--- config.mk ---
export PLATFORM = sky130hd
export DESIGN_NAME = lwf_ram
export DESIGN_NICKNAME = d
export VERILOG_FILES = /design/src/lwf_ram.sv
export SDC_FILE = /design/constraint.sdc
export NUM_CORES = 1
export LEC_CHECK = 0
export BUFFER_PORTS_ARGS = -buffer_cell sky130_fd_sc_hd__buf_4
export CAP_MARGIN = 25
export CORE_UTILIZATION = 50
export DETAILED_ROUTE_END_ITERATION = 8
export PLACE_DENSITY = 0.69
export SETUP_SLACK_MARGIN = 0.15
export SYNTH_ARGS = -nofsm -noshare
export SYNTH_HDL_FRONTEND = slang
export SYNTH_SLANG_ARGS = --single-unit
--- constraint.sdc ---
create_clock -name clk -period 2.5 [get_ports clk]
set_input_delay 0.5 -clock clk [delete_from_list [all_inputs] [get_ports clk]]
set_output_delay 0.5 -clock clk [all_outputs]
set_load 0.03 [all_outputs]
--- src/lwf_ram.sv ---
`timescale 1ns / 1ps
// Generic single-clock RAM: one write port, one read port, registered read.
// No dependencies.
module lwf_ram #(
  parameter int WIDTH = 8,
  parameter int DEPTH = 16
) (
  input  logic                     clk,
  input  logic                     we,
  input  logic [$clog2(DEPTH)-1:0] waddr,
  input  logic [WIDTH-1:0]         wdata,
  input  logic                     re,
  input  logic [$clog2(DEPTH)-1:0] raddr,
  output logic [WIDTH-1:0]         rdata
);

  logic [WIDTH-1:0] mem [DEPTH];

  // Write port
  always_ff @(posedge clk) begin
    if (we) begin
      mem[waddr] <= wdata;
    end
  end

  // Read port; data holds while re is low
  always_ff @(posedge clk) begin
    if (re) begin
      rdata <= mem[raddr];
    end
  end

endmodule

; Word-level counts from Yosys, hierarchy flattened
; Memories as Yosys holds them, arrays and structs flattened. A register that Yosys moved wholly into a read port is not among the register bits.
; Index checks and enable logic that the tools add are counted.
; W data, S select, Z words.
[word_totals]
reg_bits = 0
mem_bits_rw = 128
input_bits = 19
out_inout_bits = 8
wordCells = 3
memories = 1
[op_classes]
n_mux = 2
[mem_list]
columns = memory, depth, width, read_ports, rd_clocked_by_memory_dff, write_ports, line
row1 = mem, 16, 8, 1, 1, 1, 17  ; logic [WIDTH-1:0] mem [DEPTH];
[op_table]
columns = operator, count
row1 = $mux W1, 2

; Logic depth before layout (Yosys ltp)
[depth]
ltp_word = 2
ltp_mapped = 5
ltp_nobuf = 3

; Worst setup path after synthesis
; OpenSTA, ideal clock, no wires.
[synth_path]
kind = input port to flip-flop
startpoint = input waddr[2]
endpoint = memory mem[0][0], enable pin
arrival_time_ps = 1610
path_slack_ps = 507
path_stages = 2
n_path_buf = 0
path_cell_list = or3b_2 > nor3_1
[synth_lines]
columns = element, line
row1 = "start, declared", 10  ; input logic [$clog2(DEPTH)-1:0] waddr,
row2 = "end, declared", 17
; Straight into the memory's write port.

==> results.toml <==
[outcome]
status = "complete, no violations"

[routing]
vias = 2426
route.detailed.drc = 0
avgRoutedWirePerCell_um = 22.04
ant_nets = 0
vias_per_cell = 5.655
routed_wl_um = 9455
dr.first_iter.drc_count = 194
first_pass_iters = 5

[worst_setup_path]
cp.required_ns = 2.76
reg2reg_from = "mem[1][7]"
crit_fanout = 22
r2r_slack_ns = 0.97
setup.worst_path.end_class = "flop"
critPathKind = "in2reg"
r2r_cells = 3
r2r-end = "rdata[7]"
cp-start-kind = "input port"
arrival_ns = 1.95

[clocking]
cts_hold_buf = 0
clk_latency_ns = 0.51
cts_buffers = 17
clk_path_buf_depth = 2
htree_levels = 4
clock_sinks = 136
post_cts_buffers = 0
cts_tree = "done"
cts_root_buf = "clkbuf_8"
clkSlewWorstSetupHoldPaths_ns = 0.06
cts-resized-gates = 0

[floorplanning]
rows = 36
fp.dieW_um = 104.3
die_h_um = 104.3
initial_core_util = 0.5251
io_pins = 27
coreArea_um2 = 9955
die_area_um2 = 10870

[power_and_ir_drop]
pwr-share-clk = 0.466
power_density_nw_per_um2 = 852.1
peakVddDrop_mv = 0.4582
finalPower_mw = 5.320
intPower_mw = 4.288
switchingPower_mw = 1.032
swShare = 0.1940
leakagePower_nw = 2.124
power_frac_seq = 0.486
comb_power_share = 0.049

[placement]
place_hpwl_um = 5957
portBuffers = 26
globalplace.congestion = 0.6933
dp_cells = 397

[layout]
area_growth_pct = 19.44
layout-drive-gt1-share = 0.3108
multi_input_area_um2 = 1057
n_antenna_cell = 0
regArea_um2 = 4084
fill_cells = 686
stdcell_count = 429
nNetsFinal = 302

[global_route]
grtUsageMet1 = 0.2547
grt_max_degree = 33
antenna_found_initial = 0
overflow = 0
use_met2 = 0.3057
grt_pass1_wl_um = 14720
grt-busiest-layer = "met2"
grt_pass1_vias = 2562
grt_use_total = 0.1938
gr-usage-met3 = 0.05952

[sta]
finalSetupViolCount = 0
slew_headroom = 0.5747
max_freq_ghz = 0.5930
tns_ns = 0
grt_setup_unrepaired = "no"
timing.final.crit_share = 0.6745
slew_violations = 0
min_period_ns = 1.686
skew_ns = 0.006667
worstMarginPinSlew_ns = 0.6357
hold_viol_final = 0

[logic_synthesis]
synth_warnings = 0
synth.avg_cell_area_um2 = 22.83
yosysSeqAreaShare = 0.7812
syn_inst = 229
synth.distinct_cells = 18
syn_area_um2 = 5228
synth_seq_cells = 136
syn-num-nets = 248

[worst_hold_path]
whs_endpoint = "rdata[1]"
min_path_cells = 1
hold_class = "in2reg"
min_from = "re"

[job]
maxCapViolCount = 0
[synthesized netlist by cell type]
cell             instances  share of area
nor2b_1                  1         0.0012
nand2b_1                 2         0.0024
edfxtp_1               136           0.78
nor3_1                   4         0.0038
nand3_1                  1        0.00096
buf_4                    1         0.0014
a22oi_1                 16          0.023
nand2_1                  9         0.0065
clkdlybuf4s25_2          3         0.0057
buf_2                    3         0.0029
buf_6                    3         0.0065
mux4_1                  14          0.070
and2b_1                  1         0.0014
and2_1                   1         0.0012
nand3b_1                 2         0.0029
nor2_1                  13         0.0093
or3b_2                   1         0.0017
mux4_2                  18          0.078
[how the worst max path moves through the flow]
stage / slack (ns) / end / startpoint / depth (start not counted)
3_3_place_gp: 0.29 / rdata[2] / raddr[0] / 5
2_1_floorplan: 0.51 / mem[0][0] / waddr[2] / 2
6_report: 0.81 / rdata[5] / raddr[0] / 5
4_1_cts: 0.82 / rdata[5] / raddr[0] / 5
5_1_grt: 0.71 / rdata[2] / raddr[0] / 5
3_5_place_dp: 0.27 / rdata[5] / raddr[0] / 5
[flip-flops by register name, summed over array words and instances (netlist names)]
register / flops
mem: 128
rdata: 8
[worst max-delay path, cell delays in order]
cell and delay, ns:
buf_4 0.35, buf_4 0.26, mux4_1 0.57, a22oi_1 0.19, nand2_1 0.07
[final cells by class]
type | count | share of cell area
Sequential cell | 136 | 0.6541
Clock inverter | 14 | 0.02886
Timing Repair Buffer | 45 | 0.05411
Clock buffer | 18 | 0.06693
Multi-Input combinational cell | 83 | 0.1693
Tap cell | 133 | 0.02665
[power groups by stage]
stage               registers, mW  logic, mW  clock network [mW]
finish                       2.58      0.259                2.48
global placement             2.63      0.257                   0
global route                 2.59      0.282                2.60
CTS                          2.58      0.264                2.51
floorplan                    2.65      0.130                   0
detailed placement           2.63      0.264                   0
[cells by family (layout without fill, tap and decap cells)]
kind of cell / after synthesis / in the layout / share of synthesized area
buffers and inverters: 10 / 77 / 0.01651
and+or+nand+nor: 35 / 35 / 0.03136
muxes: 32 / 32 / 0.1479
DFF: 136 / 136 / 0.7812
AOI/OAI and AO/OA: 16 / 16 / 0.02298
[stage by stage]
stage	area, um^2	util	hold slack (ns)	worst slack, ns
after detailed placement	5645	0.5671	0.7381	0.2665
after global placement	5645	0.5671	0.7304	0.2895
after CTS	6243	0.6272	0.2618	0.8196
after floorplan	5228	-	0.5989	0.5071
final	6243	0.6272	0.2932	0.8138
after global routing	6243	0.6272	0.2753	0.7087
[metal layers]
layer / routed length (um) / part of all wire / vias to the layer above
li1: - / - / 1090
met2: 4676 / 0.49 / 91
met4: 140 / 0.015 / 0
met3: 640 / 0.068 / 12
met1: 3998 / 0.42 / 1233
met5: 0 / 0 / -
[placed cells by master (no fill, tap or decap)]
| master | netlist | final |
|---|---|---|
| a22oi_1 | 16 | 16 |
| and2_1 | 1 | 1 |
| and2b_1 | 1 | 1 |
| buf_4 | 1 | 45 |
| bufinv_16 | 0 | 4 |
| clkbuf_1 | 0 | 1 |
| clkbuf_16 | 0 | 16 |
| clkbuf_8 | 0 | 1 |
| clkinv_1 | 0 | 3 |
| clkinv_2 | 0 | 3 |
| clkinv_4 | 0 | 2 |
| clkinvlp_4 | 0 | 1 |
| edfxtp_1 | 136 | 136 |
| inv_6 | 0 | 1 |
| mux4_1 | 14 | 14 |
| mux4_2 | 18 | 18 |
| nand2_1 | 9 | 9 |
| nand2b_1 | 2 | 2 |
| nand3_1 | 1 | 1 |
| nand3b_1 | 2 | 2 |
| nor2_1 | 13 | 13 |
| nor2b_1 | 1 | 1 |
| nor3_1 | 4 | 4 |
| or3b_2 | 1 | 1 |
Note: power is estimated with default switching activity, not from simulation.
