<file path="config.mk">
export PLATFORM = sky130hd
export DESIGN_NAME = lwf_reach
export DESIGN_NICKNAME = d
export VERILOG_FILES = /design/src/lwf_pkg.sv /design/src/lwf_reach.sv
export SDC_FILE = /design/constraint.sdc
export NUM_CORES = 2
export LEC_CHECK = 0
export BUFFER_PORTS_ARGS = -buffer_cell sky130_fd_sc_hd__buf_4
export CORE_UTILIZATION = 45
export DETAILED_ROUTE_END_ITERATION = 7
export PLACE_DENSITY = 0.68
export SYNTH_ARGS = -nofsm -noshare
export SYNTH_HDL_FRONTEND = slang
export SYNTH_SLANG_ARGS = --single-unit
</file>
<file path="constraint.sdc">
create_clock -name vclk -period 33.1
set_input_delay 6.62 -clock vclk [all_inputs]
set_output_delay 6.62 -clock vclk [all_outputs]
set_load 0.03 [all_outputs]
</file>
<file path="src/lwf_pkg.sv">
`timescale 1ns / 1ps
// Shared types and constants for the looping waypoint follower.
// No dependencies; used by lwf_reach and looping_waypoint_follower.
package lwf_pkg;

  localparam int COORD_W    = 24;
  localparam int RADIUS_W   = 16;
  localparam int SPEED_W    = 8;
  localparam int CFG_DATA_W = 16;
  localparam int CFG_IDX_W  = 2;
  localparam int POINT_W    = 3 * COORD_W;

  // Item kinds
  typedef enum logic [1:0] {
    MODE_TICK   = 2'd0,
    MODE_ADD    = 2'd1,
    MODE_TOGGLE = 2'd2,
    MODE_CLEAR  = 2'd3
  } mode_t;

  // Configuration register indexes
  typedef enum logic [CFG_IDX_W-1:0] {
    CFG_VEHICLE_RADIUS = 2'd0,
    CFG_FOOT_RADIUS    = 2'd1,
    CFG_DRIVE_SPEED    = 2'd2
  } cfg_reg_t;

  localparam logic [RADIUS_W-1:0] VEHICLE_RADIUS_RST = 16'd1280;
  localparam logic [RADIUS_W-1:0] FOOT_RADIUS_RST    = 16'd128;
  localparam logic [SPEED_W-1:0]  DRIVE_SPEED_RST    = 8'd20;

  // One stored waypoint
  typedef struct packed {
    logic signed [COORD_W-1:0] x;
    logic signed [COORD_W-1:0] y;
    logic signed [COORD_W-1:0] z;
  } point_t;

endpackage

</file>
<file path="src/lwf_reach.sv">
`timescale 1ns / 1ps
// Arrival test: squared planar distance against squared arrival radius.
// Depends on lwf_pkg.
module lwf_reach (
  input  logic signed [lwf_pkg::COORD_W-1:0]  pos_x,
  input  logic signed [lwf_pkg::COORD_W-1:0]  pos_y,
  input  lwf_pkg::point_t                     target,
  input  logic        [lwf_pkg::RADIUS_W-1:0] radius,
  output logic                                reached
);

  localparam int DW = lwf_pkg::COORD_W + 1;
  localparam int SW = 2 * DW;
  localparam int RW = 2 * lwf_pkg::RADIUS_W;

  logic signed [DW-1:0] dx;
  logic signed [DW-1:0] dy;
  logic        [DW-1:0] ax;
  logic        [DW-1:0] ay;
  logic        [SW-1:0] sqx;
  logic        [SW-1:0] sqy;
  logic        [SW:0]   dist2;
  logic        [RW-1:0] rad2;

  // Differences and magnitudes
  assign dx = DW'(pos_x) - DW'(target.x);
  assign dy = DW'(pos_y) - DW'(target.y);
  assign ax = dx[DW-1] ? DW'(-dx) : DW'(dx);
  assign ay = dy[DW-1] ? DW'(-dy) : DW'(dy);

  // Squares and compare
  assign sqx     = SW'(ax) * SW'(ax);
  assign sqy     = SW'(ay) * SW'(ay);
  assign dist2   = {1'b0, sqx} + {1'b0, sqy};
  assign rad2    = RW'(radius) * RW'(radius);
  assign reached = dist2 < (SW + 1)'(rad2);

endmodule

</file>
Word level (Yosys, flattened, before mapping):

Cells that the tools add are included.

* register bits: 0
* input port bits: 136
* output and inout bits: 1
* word-level logic and storage cells: 11

* add/subtract/negate cells: 5
* multipliers: 3
* $lt $le $gt $ge: 1
* multiplexer cells: 2

Operator list (count)
* $mul A25 B25 Y50: 2
* $add A50 B50 Y51: 1
* $lt A51 B32 Y1: 1
* $mux W25: 2
* $neg A25 Y25: 2
* $sub A24 B24 Y25: 2
* $mul A16 B16 Y32: 1

Logic depth before layout (Yosys ltp):

* depth in word-level cells: 6
* mapped depth: 58
* depth with buffers taken out: 56

Least setup slack after synthesis:

No wires, ideal clock.

* path type: in2out
* start: in pos_x[0] (netlist name)
* end: out reached
* data arrival time: 19165 ps
* data required time: 26480 ps
* setup slack: 7315 ps
* cell stages on the path: 55
* path buffers: 1
* path through: inv_1 -> ha_1 -> inv_1 -> fa_1 -> a21o_1 -> a21oi_1 -> o21a_1 -> o21ai_1 -> a211o_1 -> nand3_1 -> nand3_1 -> a311oi_1 -> or2_2 -> o21ai_0 -> xnor2_1 -> clkinv_1 -> clkbuf_1 -> nor2_1 -> (+19 left out) -> o211ai_1 -> o2111ai_1 -> a21o_1 -> a21oi_1 -> nor2_1 -> xnor2_1 -> ha_1 -> a221oi_1 -> o211ai_1 -> a211oi_1 -> nand4_1 -> nor3_1 -> nor4bb_1 -> o211a_1 -> nand4_1 -> nor4_1 -> o2111ai_1 -> nor4_2

* word-level cells in the longest chain between the ends: 6

RTL lines
* start, declared: RTL line lwf_reach.sv:5 `input logic signed [lwf_pkg::COORD_W-1:0] pos_x,`
* $sub A24 B24 Y25 (*): RTL line lwf_reach.sv:26 `assign dx = DW'(pos_x) - DW'(target.x);`
* $neg A25 Y25: RTL line lwf_reach.sv:28 `assign ax = dx[DW-1] ? DW'(-dx) : DW'(dx);`
* $mux W25 (*): RTL line lwf_reach.sv:28
* $mul A25 B25 Y50 (*): RTL line lwf_reach.sv:32 `assign sqx = SW'(ax) * SW'(ax);`
* $add A50 B50 Y51 (*): RTL line lwf_reach.sv:34 `assign dist2 = {1'b0, sqx} + {1'b0, sqy};`
* $lt A51 B32 Y1 (*): RTL line lwf_reach.sv:36 `assign reached = dist2 < (SW + 1)'(rad2);`
* end, declared: RTL line lwf_reach.sv:9 `output logic reached`

Every way passes the cells marked *; elsewhere a longest branch is shown, timed or not.

Final worst setup path:

Same ends and word-level chain as after synthesis.

==> flow_summary_export.csv <==
group,metric,value,unit
outcome,status,"finished clean",
final_layout,final_core_util,0.482,
setup_path,cp-start-kind,"primary input",
worst_hold_path,hp-class,"in -> out",
final_layout,num-clock-buffers,0,
clocking,postCtsSetupRepairBufs,0,
final_layout,area_growth,5.83,%
timing,final-hold-violation-count,0,
detailed_routing,drt_first_pass_iters,6,
yosys,ys_seq_area_frac,0,
detailed_routing,remaining_drc_errors,0,
setup_path,crit_top_cell,"fa_1",
die,pin_count,137,
yosys,synth_top_area_frac,0.508,
die,coreArea,0.104,mm^2
die,dieWidth,326,um
yosys,avgSynthCellArea,8.90,um^2
global_route,antenna_found_initial,1,
detailed_routing,wl,116000,um
timing,rsz0062_at_grt,"false",
final_layout,n_fill_cell,9955,
place,routabilityCongestion,0.911,
setup_path,required,26.48,ns
setup_path,critPathSlowestCell,"clkinv_1",
global_route,grt_usage,0.230,
clocking,cts_resized,0,
global_route,grt_max_degree,31,
yosys,synth.area.top_cells,"fa_1, ha_1, inv_1, nor2_1, nand2_1",
place,place_hpwl,101000,um
final_layout,seq_cell_count,0,
die,fp.dieH,326,um
setup_path,arrival,22.04,ns
global_route,grt_pass1_wl,196000,um
final_layout,final-seq-area,0,um^2
timing,fin_crit,28.66,ns
yosys,syn-cell-area,0.0473,mm^2
timing,worst_pin_slew,0.980,ns
detailed_routing,first_iter_violations,1799,
detailed_routing,ant_nets,0,
place,dp_cells,6767,
die,core.rowCount,118,
final_layout,final_nets,7274,
job,maxCapViolCount,0,
detailed_routing,vias,35200,
timing,fin_crit_sh,0.866,
timing,fmax,0.0349,GHz
detailed_routing,wl_per_cell,17.2,um
yosys,synth_cell_type_count,86,
global_route,grt-ovfl-total,0,
final_layout,fin_cells,6767,
die,initial_core_util,0.456,
setup_path,critical_path_class,"in -> out",
yosys,yosysTopAreaCell,"fa_1",
yosys,synth_commonest_cells,"inv_1, fa_1, ha_1",
yosys,yosysMostFrequentCell,"inv_1",
final_layout,diodes,0,
setup_path,setup.worst_path.end_class,"output port",
timing,setup_tns,0,ns
global_route,grt_pass1_vias,39100,
timing,max_slew_margin,0.338,
timing,drv_slew,0,
die,die_area,0.106,mm^2
setup_path,max_stage_delay,0.72,ns
final_layout,drive_gt1_frac,0.0460,
yosys,synthCells,5315,
yosys,yosysWarnings,0,
clocking,holdBufCountCts,0,
detailed_routing,viasPerCell,5.20,
timing,setup_viol,0,
place,portBuffers,113,
setup_path,critPathMaxFanout,18,
-- cell families after synthesis --
kind of cell,share of synthesized area
compound gates,0.0670
xor+xnor,0.0304
fa+ha+maj,0.653
buf+inv,0.135
mux,0.00249
other cells,0.000159
simple gates,0.111
-- cells in the final DEF, fill, tap and decap left out, drive strengths merged, types with 18 or more instances in the layout --
master and n:
nand3 34, a21o 80, nor3 44, o21a 22
or3 18, nor2 475, xnor2 87, nand2b 35
o21ai 88, inv 1545, or2 24, a31oi 32
fa 1199, ha 550, xor2 70, and2 60
nand2 445, a21oi 132, buf 178, conb 38
-- critical path: cells and delay by family --
family                   cells  cell delay [ns]
adder cells (fa/ha/maj)     13             5.61
XOR/XNOR                     2             0.29
buffers and inverters       12             1.81
AND/OR/NAND/NOR             12             2.96
AO/OA/AOI/OAI               18             4.70
-- final cells by class --
cell class | count | area [um^2] | area share
multi-input combinational | 3650 | 41100 | 0.822
timing repair buffer | 178 | 1340 | 0.0267
tap | 1380 | 1730 | 0.0345
inverter | 1559 | 5850 | 0.117
-- metal layers --
metal / vias up / GRT usage / routed length, um
li1: 15900 / - / -
met2: 1035 / 0.417 / 60100
met5: - / 0 / 13
met3: 320 / 0.0161 / 6120
met1: 18000 / 0.280 / 43800
met4: 2 / 0.104 / 6500
-- stage by stage --
stage                     setup slack, ns  area [um^2]  hold slack [ns]
after floorplan                      7.31        47400            14.25
after global placement               4.84        50000            14.88
after detailed placement             4.75        50000            14.89
after CTS                            4.71        50000            14.90
after global routing                 3.64        50000            15.00
final                                4.44        50000            14.92
-- path summary, 6_finish.rpt --
check	slack, ns	to	depth (start not counted)	startpoint
worst max-delay path	4.44	reached	57	pos_x[0]
worst min-delay path	14.92	reached	12	radius[15]
Power is left out: the tool's default activity adds up to more than one toggle a clock period on the data nets, which glitch-free logic cannot reach.
